### config.mk
export PLATFORM = sky130hd
export DESIGN_NAME = cbpq_front
export DESIGN_NICKNAME = d
export VERILOG_FILES = /design/src/hdl/cbpq_pkg.sv /design/src/hdl/cbpq_front.sv
export SDC_FILE = /design/constraint.sdc
export NUM_CORES = 1
export LEC_CHECK = 0
export BUFFER_PORTS_ARGS = -buffer_cell sky130_fd_sc_hd__buf_2
export CORE_UTILIZATION = 35
export CTS_BUF_LIST = sky130_fd_sc_hd__clkbuf_16
export CTS_CLUSTER_DIAMETER = 120
export DETAILED_ROUTE_END_ITERATION = 16
export GPL_TIMING_DRIVEN = 0
export SYNTH_ARGS = -nofsm -noshare
export SYNTH_HDL_FRONTEND = slang
export SYNTH_SLANG_ARGS = --single-unit
export TNS_END_PERCENT = 10
### constraint.sdc
create_clock -name clk -period 2.89 [get_ports clk]
set_input_delay 0.1445 -clock clk [delete_from_list [all_inputs] [get_ports clk]]
set_output_delay 0.1445 -clock clk [all_outputs]
set_load 0.02 [all_outputs]
### src/hdl/cbpq_pkg.sv
package cbpq_pkg;

  localparam int NUM_BUCKETS  = 256;
  localparam int NUM_ELEMENTS = 1024;

  localparam int BKT_W  = 8;
  localparam int ELEM_W = 10;
  localparam int BIU_W  = BKT_W + 1;
  localparam int CNT_W  = $clog2(NUM_ELEMENTS + 1);
  localparam int MODE_W = 3;
  localparam int STAT_W = 3;

  localparam logic [BIU_W-1:0] BIU_MAX = BIU_W'(NUM_BUCKETS);

  typedef enum logic [MODE_W-1:0] {
    OP_INSERT      = 3'd0,
    OP_REMOVE_MIN  = 3'd1,
    OP_REMOVE_ELEM = 3'd2,
    OP_MOVE        = 3'd3,
    OP_EMPTY_QUERY = 3'd4,
    OP_CLEAR       = 3'd5,
    OP_NOP         = 3'd6
  } op_t;

  typedef enum logic [STAT_W-1:0] {
    ST_OK     = 3'd0,
    ST_EMPTY  = 3'd1,
    ST_RANGE  = 3'd2,
    ST_ABSENT = 3'd3,
    ST_DUP    = 3'd4
  } status_t;

  typedef enum logic [2:0] {
    S_CLEAR,
    S_IDLE,
    S_DEC,
    S_SCAN,
    S_POP_H,
    S_MV_RD,
    S_MV_AP,
    S_OUT
  } state_t;

  typedef struct packed {
    op_t               op;
    logic [BKT_W-1:0]  bucket;
    logic [ELEM_W-1:0] element;
    logic [BKT_W-1:0]  to_bucket;
    logic              bkt_bad;
    logic              elem_bad;
  } cmd_t;

  typedef struct packed {
    logic [ELEM_W-1:0] head;
    logic [ELEM_W-1:0] tail;
  } ht_t;

  typedef struct packed {
    logic             queued;
    logic [BKT_W-1:0] bucket;
  } meta_t;

  typedef struct packed {
    logic [ELEM_W-1:0] removed_element;
    status_t           status;
    logic              queue_empty;
    logic [BKT_W-1:0]  current_bucket;
  } res_t;

endpackage

### src/hdl/cbpq_front.sv
module cbpq_front (
  input  logic                         clk,
  input  logic                         rst_n,
  input  logic                         in_push,
  output logic                         in_full,
  input  logic [cbpq_pkg::MODE_W-1:0]  in_mode,
  input  logic [cbpq_pkg::BKT_W-1:0]   in_bucket,
  input  logic [cbpq_pkg::ELEM_W-1:0]  in_element,
  input  logic [cbpq_pkg::BKT_W-1:0]   in_to_bucket,
  input  logic [cbpq_pkg::BIU_W-1:0]   biu,
  input  logic                         hold,
  output cbpq_pkg::cmd_t               cmd,
  output logic                         cmd_valid,
  input  logic                         cmd_take
);
  import cbpq_pkg::*;

  cmd_t       q_r [2];
  logic       wp_r, rp_r;
  logic [1:0] cnt_r;
  cmd_t       dec;
  logic       push_ok;
  logic       b_bad, tb_bad;

  assign in_full   = (cnt_r == 2'd2) || hold;
  assign push_ok   = in_push && !in_full;
  assign cmd_valid = (cnt_r != 2'd0);
  assign cmd       = q_r[rp_r];

  assign b_bad  = {1'b0, in_bucket} >= biu;
  assign tb_bad = {1'b0, in_to_bucket} >= biu;

  always_comb begin
    dec.bucket    = in_bucket;
    dec.element   = in_element;
    dec.to_bucket = in_to_bucket;
    dec.bkt_bad   = 1'b0;
    dec.elem_bad  = 1'b0;
    unique case (in_mode)
      OP_INSERT: begin
        dec.op       = OP_INSERT;
        dec.bkt_bad  = b_bad;
        dec.elem_bad = {1'b0, in_element} >= (ELEM_W + 1)'(NUM_ELEMENTS);
      end
      OP_REMOVE_MIN: dec.op = OP_REMOVE_MIN;
      OP_REMOVE_ELEM: begin
        dec.op       = OP_REMOVE_ELEM;
        dec.bkt_bad  = b_bad;
        dec.elem_bad = {1'b0, in_element} >= (ELEM_W + 1)'(NUM_ELEMENTS);
      end
      OP_MOVE: begin
        dec.op       = OP_MOVE;
        dec.bkt_bad  = b_bad || tb_bad;
        dec.elem_bad = {1'b0, in_element} >= (ELEM_W + 1)'(NUM_ELEMENTS);
      end
      OP_EMPTY_QUERY: dec.op = OP_EMPTY_QUERY;
      OP_CLEAR: dec.op = OP_CLEAR;
      default: dec.op = OP_NOP;
    endcase
  end

  always_ff @(posedge clk) begin
    if (push_ok) begin
      q_r[wp_r] <= dec;
    end
    if (!rst_n) begin
      wp_r  <= 1'b0;
      rp_r  <= 1'b0;
      cnt_r <= 2'd0;
    end else begin
      if (push_ok) wp_r <= ~wp_r;
      if (cmd_take) rp_r <= ~rp_r;
      cnt_r <= cnt_r + {1'b0, push_ok} - {1'b0, cmd_take};
    end
  end

endmodule

==> results of run 1 <==
-- cells in the mapped netlist (all sizes together) --
cell,instances
a2111oi,2
a211oi,1
a21boi,1
a21o,2
a21oi,6
a31oi,1
and2,5
and3,1
buf,4
clkbuf,2
conb,1
dfxtp,5
edfxtp,60
ha,18
inv,12
mux2,30
nand2,2
nand2b,2
nand3,3
nand4,1
nor2,1
nor2b,2
o21ai,2
or2,1
xnor2,3
xor2,1
-- per-layer routing --
metal | vias up | part of all wire [%]
met5 | - | 0
met4 | 0 | 1.1
met3 | 9 | 7.9
met2 | 63 | 46
met1 | 755 | 45
li1 | 804 | -
-- area by class of cell --
cell class	instances	area [µm²]	share of cell area (%)
clock inverter	7	95.1	2.62
buffer	6	30.0	0.827
clock buffer	9	225	6.20
multi-input combinational	86	817	22.5
tap	102	128	3.51
inverter	12	45.0	1.24
sequential	65	1900	52.4
timing repair buffer	76	390	10.7
-- through the flow --
stage | cells | util (%) | power, W
after floorplan | 169 | - | 0.00136
after global placement | 345 | 42.5 | 0.00149
after detailed placement | 345 | 42.6 | 0.00149
after CTS | 363 | 47.0 | 0.00265
after global routing | 363 | 47.0 | 0.00271
final | 363 | 47.0 | 0.00261
-- sequential cells by signal, indices dropped and copies added, names as in the netlist, named ones only --
register,count
cnt_r,2
q_r,60
rp_r,1
wp_r,1
-- worst paths after layout --
kind / to / slack, ps / startpoint / depth (start not counted)
worst min-delay path: q_r[1][18]$_DFFE_PP_ / 10 / in_element[8] / 1
worst max-delay path: q_r[0][29]$_DFFE_PP_ / 970 / cnt_r[0]$_SDFF_PN0_ / 4
worst max register to register: q_r[0][29]$_DFFE_PP_ / 970 / cnt_r[0]$_SDFF_PN0_ / 4
worst min register to register: flop / 580 / rp_r$_SDFFE_PN0P_ / 2
-- cell families after synthesis --
logic type / Yosys count / share of synthesized area [%]
and+or+nand+nor: 18 / 3.64
xor gates and xnor gates: 4 / 1.26
DFF: 65 / 68.3
adders and majority gates: 18 / 8.09
buffers and inverters: 18 / 2.70
other: 1 / 0.135
AOI/OAI and AO/OA: 15 / 3.77
muxes: 30 / 12.1
-- power by group through the flow --
stage	combinational, W	clock (W)	sequential [W]
2_1_floorplan	0.000236	0	0.00113
3_3_place_gp	0.000355	0	0.00113
3_5_place_dp	0.000361	0	0.00113
4_1_cts	0.000364	0.00117	0.00111
5_1_grt	0.000392	0.00120	0.00112
6_report	0.000356	0.00114	0.00111
-- what timing repair did --
action,4_1_cts,5_1_grt
hold endpoints to repair,4,0
resized for setup,0,0
hold buffers,2,0
==> impl_results.md, run 1 <==
- Result of the run: complete, no violations
- Mapped Nets: 230
- Gr ovfl total: 0
- DR WL/cell: about 14 µm
- DRC viols: 0
- # setup viols final: 0
- Most frequent cells in the layout: buf_2, edfxtp_1, mux2_2
- Synth cell types: 29
- Initial antenna violation count: 0
- Synth Area per Inst: 16.5 µm²
- GR peak layer: met2
- Sequential-to-total area share from yosys stat: approximately 68%
- Max Fclk: around 520 MHz
- Top delay family on crit path: simple AND/OR/NAND/NOR gates
- Htree depth: 3
- Nets: 317
- Final Wtd Congestion: around 0.67
- Via/cell ratio: between 4 and 5
- Most common cell after layout, fill and taps aside: buf_2
- Die W: 91.2 µm
- Crit path largest cell delay: 730 ps
- Largest net degree at the start of global routing: 31
- Sw Ratio: between 20% and 30%
- Port Buf Inserts: 74
- Antenna viol nets, final: 0
- Cell taking the most area after synthesis: edfxtp_1
- Layout cells sized above 1: 49.0%
- Final Max Slew Viols: 0
- Actual slew at the worst max-slew pin: 920 ps
- DR vias: around 1600
- Largest cells by area after synthesis: edfxtp_1, mux2_2, ha_1
- DP HPWL: about 3400 µm
- Hold WS: 12.0 ps
- Ys Warns: 0
- FF+latch count, synth: 65
- Switch Pwr: between 0.0006 and 0.0007 W
- Number of fill cells: 722
- Final instance area: 3630 µm²
- Initial Utilization: 36.0%
- DIE HEIGHT: 91.2 µm
- Pre-CTS setup slack: 934 ps
- Maximum vdd drop: 0.000363 V
- HP Class: input port to flop
- Post-Route Setup TNS: 0 ps
- Sequential Power Share: between 40 and 50%
- CP Max Fanout: 30
- Post-layout min period: 1920 ps
- Vias in the first global route: 1580
- Post-CTS Setup Inserts: 0
- LEAKAGE: 1.47 nW
- Area share of the largest cell type after synthesis: about two thirds
- Io pins: 76
- Power per cell area: 719 nW/µm²
- Site Rows: 32
- Clock Path Buffers: 2
- Crit Path Category: flop to flop
- Num CTS Buffers: 9
- Clk pin slew, worst setup/hold paths: 60 ps
- Internal power: around 0.0020 W
- Min setup slack post-route: 970 ps
- Global-route wire length before repair: 7900 µm
- Core Area: 7730 µm²
- CP required: roughly 2800 ps
- 1st-pass router iterations: 4
- CP bufs+invs: 1
- Clock latency on the worst-skew pair: 320 ps
- Worst path cell trace: inv_1 > a21oi_1 > nand2_1 > nor2_4
- Clock power frac: between 40 and 50%
- Worst Skew: ~4.5 ps
- Met2 Track Usage GR: 19.9%
- Startpoint types: flop
- Root Driver: clkbuf_16
- M1 GR Usage: around 16%
- Critical Path AT: around 1900 ps
- RSZ-0062 raised after global routing: false
- Rel. slew slack: 38.5%
- Full die area: 8320 µm²
- Critical path's slowest cell: nor2_4
- Hold Violations, Final: 0
- ANT cells: 0
- Layout area overhead: 30.4%
- Placed cell area: 3290 µm²
- Met3 Usage GRT: 5.53%
- Clock sink total: 65
- Synthesized area: 2790 µm²
- CTS tree: yes
- Final WL: 5030 µm
- Comb pwr share: 13.6%
- CP Capture Type: flop
- Initial DRC Count: 54
- GRT Overall Usage: 12.9%
- Maxcap violations: 0
- Post-route clock period utilization: 66.4%
- Syn Inst Count: 169
No activity file was read; power rests on OpenSTA's default activity.
==> run 2: changes to the inputs <==
- clock period: 2.89 -> 1.9 ns (I/O delays scaled with it)
==> run 2 against run 1 <==
First-iteration DRC count shrank 7.4%. Sequential power up 53%. Via count up 8.3%. Global-route usage up 1.2 points. Cell count is 6.9% higher. Sequential share of layout area decreased by 3.2 points. Die area stayed put. Hold slack gained 21 ps. Critical path depth up 3. Utilization is 3.1 points higher. Worst setup slack lost 840 ps. Clock power increased by 34%.
==> impl_results.md, run 2 (synthesized netlist as in run 1, its figures left out) <==
- Num CTS Buffers: 9 (unchanged)
- R2R Setup Slk: 210 ps (was 970 ps)
- LEAKAGE: 1.58 nW (was 1.47 nW)
- HP Class: input port to flop (unchanged)
- Site Rows: 32 (unchanged)
- Result of the run: complete, no violations (unchanged)
- Antenna viol nets, final: 0 (unchanged)
- Final Wtd Congestion: 0.711 (was 0.669)
- Clock sink total: 65 (unchanged)
- Multi-input gate area in the final layout: 833 µm² (was 817 µm²)
- Htree depth: 3 (unchanged)
- RSZ-0062 raised after global routing: false (unchanged)
- Initial antenna violation count: 0 (unchanged)
- Reg with most FFs: q_r (unchanged)
- DP HPWL: 3560 µm (was 3420 µm)
- CP required: 1950 ps (was 2840 ps)
- # setup viols final: 0 (unchanged)
- Clock latency on the worst-skew pair: 320 ps (about the same)
- Most common cell after layout, fill and taps aside: buf_2 (unchanged)
- Final Max Slew Viols: 0 (unchanged)
- Vias in the first global route: 1839 (was 1580)
- Most frequent cells in the layout: buf_2, edfxtp_1, mux2_2 (unchanged)
- Post-route clock period utilization: around 93%
- Actual slew at the worst max-slew pin: 768 ps (was 920 ps)
- Initial Utilization: 36.0% (unchanged)
- 1st-pass router iterations: 4 (unchanged)
- Clock Path Buffers: 2 (unchanged)
- Nets: 342 (was 317)
- Gr ovfl total: 0 (unchanged)
- Power per cell area: 990 nW/µm² (was 719 nW/µm²)
- Startpoint types: input port (was flop)
- Die W: 91.2 µm (unchanged)
- DR WL/cell: 14.0 µm (was 13.9 µm)
- Top flop regs: q_r x60, cnt_r x2 (unchanged)
- Rel. slew slack: 48.8% (was 38.5%)
- CP Max Fanout: 3 (was 30)
- Maximum vdd drop: 0.000498 V (was 0.000363 V)
- Clk pin slew, worst setup/hold paths: 50 ps (was 60 ps)
- Largest net degree at the start of global routing: 31 (unchanged)
- Worst Skew: 4.75 ps (was 4.47 ps)
- CTS tree: yes (unchanged)
- DR vias: 1767 (was 1631)
- Total power: 0.00383 W (was 0.00261 W)
- Root Driver: clkbuf_16 (unchanged)
- Via/cell ratio: 4.55 (was 4.49)
- Full die area: 8320 µm² (unchanged)
- GRT Overall Usage: 14.1% (was 12.9%)
- Largest register FFs: 60 (unchanged)
- Layout area overhead: 38.9% (was 30.4%)
- Max Fclk: 564 MHz
- Critical Path AT: 1820 ps (was 1870 ps)
- CP Capture Type: flop (unchanged)
- Final core occ: 50.1% (was 47.0%)
- DIE HEIGHT: 91.2 µm (unchanged)
- DRC viols: 0 (unchanged)
- Global-route wire length before repair: 8580 µm (was 7900 µm)
- Crit Path Category: input port to flop (was flop to flop)
- Hold Violations, Final: 0 (unchanged)
- Number of fill cells: 714 (was 722)
- Core Area: 7730 µm² (unchanged)
- Area occupied by registers: 1900 µm² (unchanged)
- ANT cells: 0 (unchanged)
- Min setup slack post-route: 127 ps (was 970 ps)
- Final WL: 5430 µm (was 5030 µm)
- Initial DRC Count: 50 (was 54)
- Layout cells sized above 1: 45.5% (was 49.0%)
- Pre-CTS setup slack: 86.7 ps (was 934 ps)
- Post-CTS Setup Inserts: 0 (unchanged)
- Maxcap violations: 0 (unchanged)
- Post-layout min period: 1770 ps
- Io pins: 76 (unchanged)
- Port Buf Inserts: 74 (unchanged)
[run 2: routing by layer]
metal	vias to the layer above	routed length, µm	track usage [%]
li1	860	-	-
met1	837	2330	15.9
met2	61	2720	24.4
met3	9	271	3.43
met4	0	110	7.80
met5	-	0	0
[run 2: area by class of cell]
cell class / count / area share, %
clock inverter: 7 / 1.42
sequential: 65 / 49.2
clock buffer: 9 / 5.82
timing repair buffer: 101 / 16.8
inverter: 12 / 1.16
multi-input combinational: 86 / 21.5
tap: 102 / 3.30
buffer: 6 / 0.776
[run 2: path summary, 6_finish.rpt]
path / to / start / cells after the start
worst max-delay path: q_r[1][1]$_DFFE_PP_ / in_bucket[6] / 7
worst min-delay path: cnt_r[0]$_SDFF_PN0_ / rst_n / 2
worst max register to register: cnt_r[1]$_SDFF_PN0_ / cnt_r[0]$_SDFF_PN0_ / 9
worst min register to register: flop / rp_r$_SDFFE_PN0P_ / 2
[run 2: report_power, final]
| group | leakage (nW) | internal, W | switching [W] |
|---|---|---|---|
| sequential | 0.591 | 0.00167 | 0.0000284 |
| clock | 0.150 | 0.000989 | 0.000540 |
| combinational | 0.836 | 0.000277 | 0.000327 |
| total | 1.58 | 0.00293 | 0.000895 |
[run 2: critical path, cell delays in order]
cell,delay [ps]
dlygate4sd3_1,530
buf_2,140
ha_1,300
a21oi_1,170
nor2b_1,70
a2111oi_2,390
a2111oi_2,130
[run 2: what timing repair did]
action / in CTS / in global routing
hold buffers: 26 / 0
hold endpoints to repair: 52 / 0
gates resized for setup: 0 / 5
setup endpoints to repair: 0 / 3
[run 2: stage by stage]
step,instance area [µm²],hold slack (ps),TNS (ps),std cells
2_1_floorplan,2790,194,0,169
5_1_grt,3870,48.1,0,388
3_5_place_dp,3310,286,0,346
6_report,3870,33.3,0,388
4_1_cts,3850,30.6,0,388
3_3_place_gp,3290,284,-28640,345
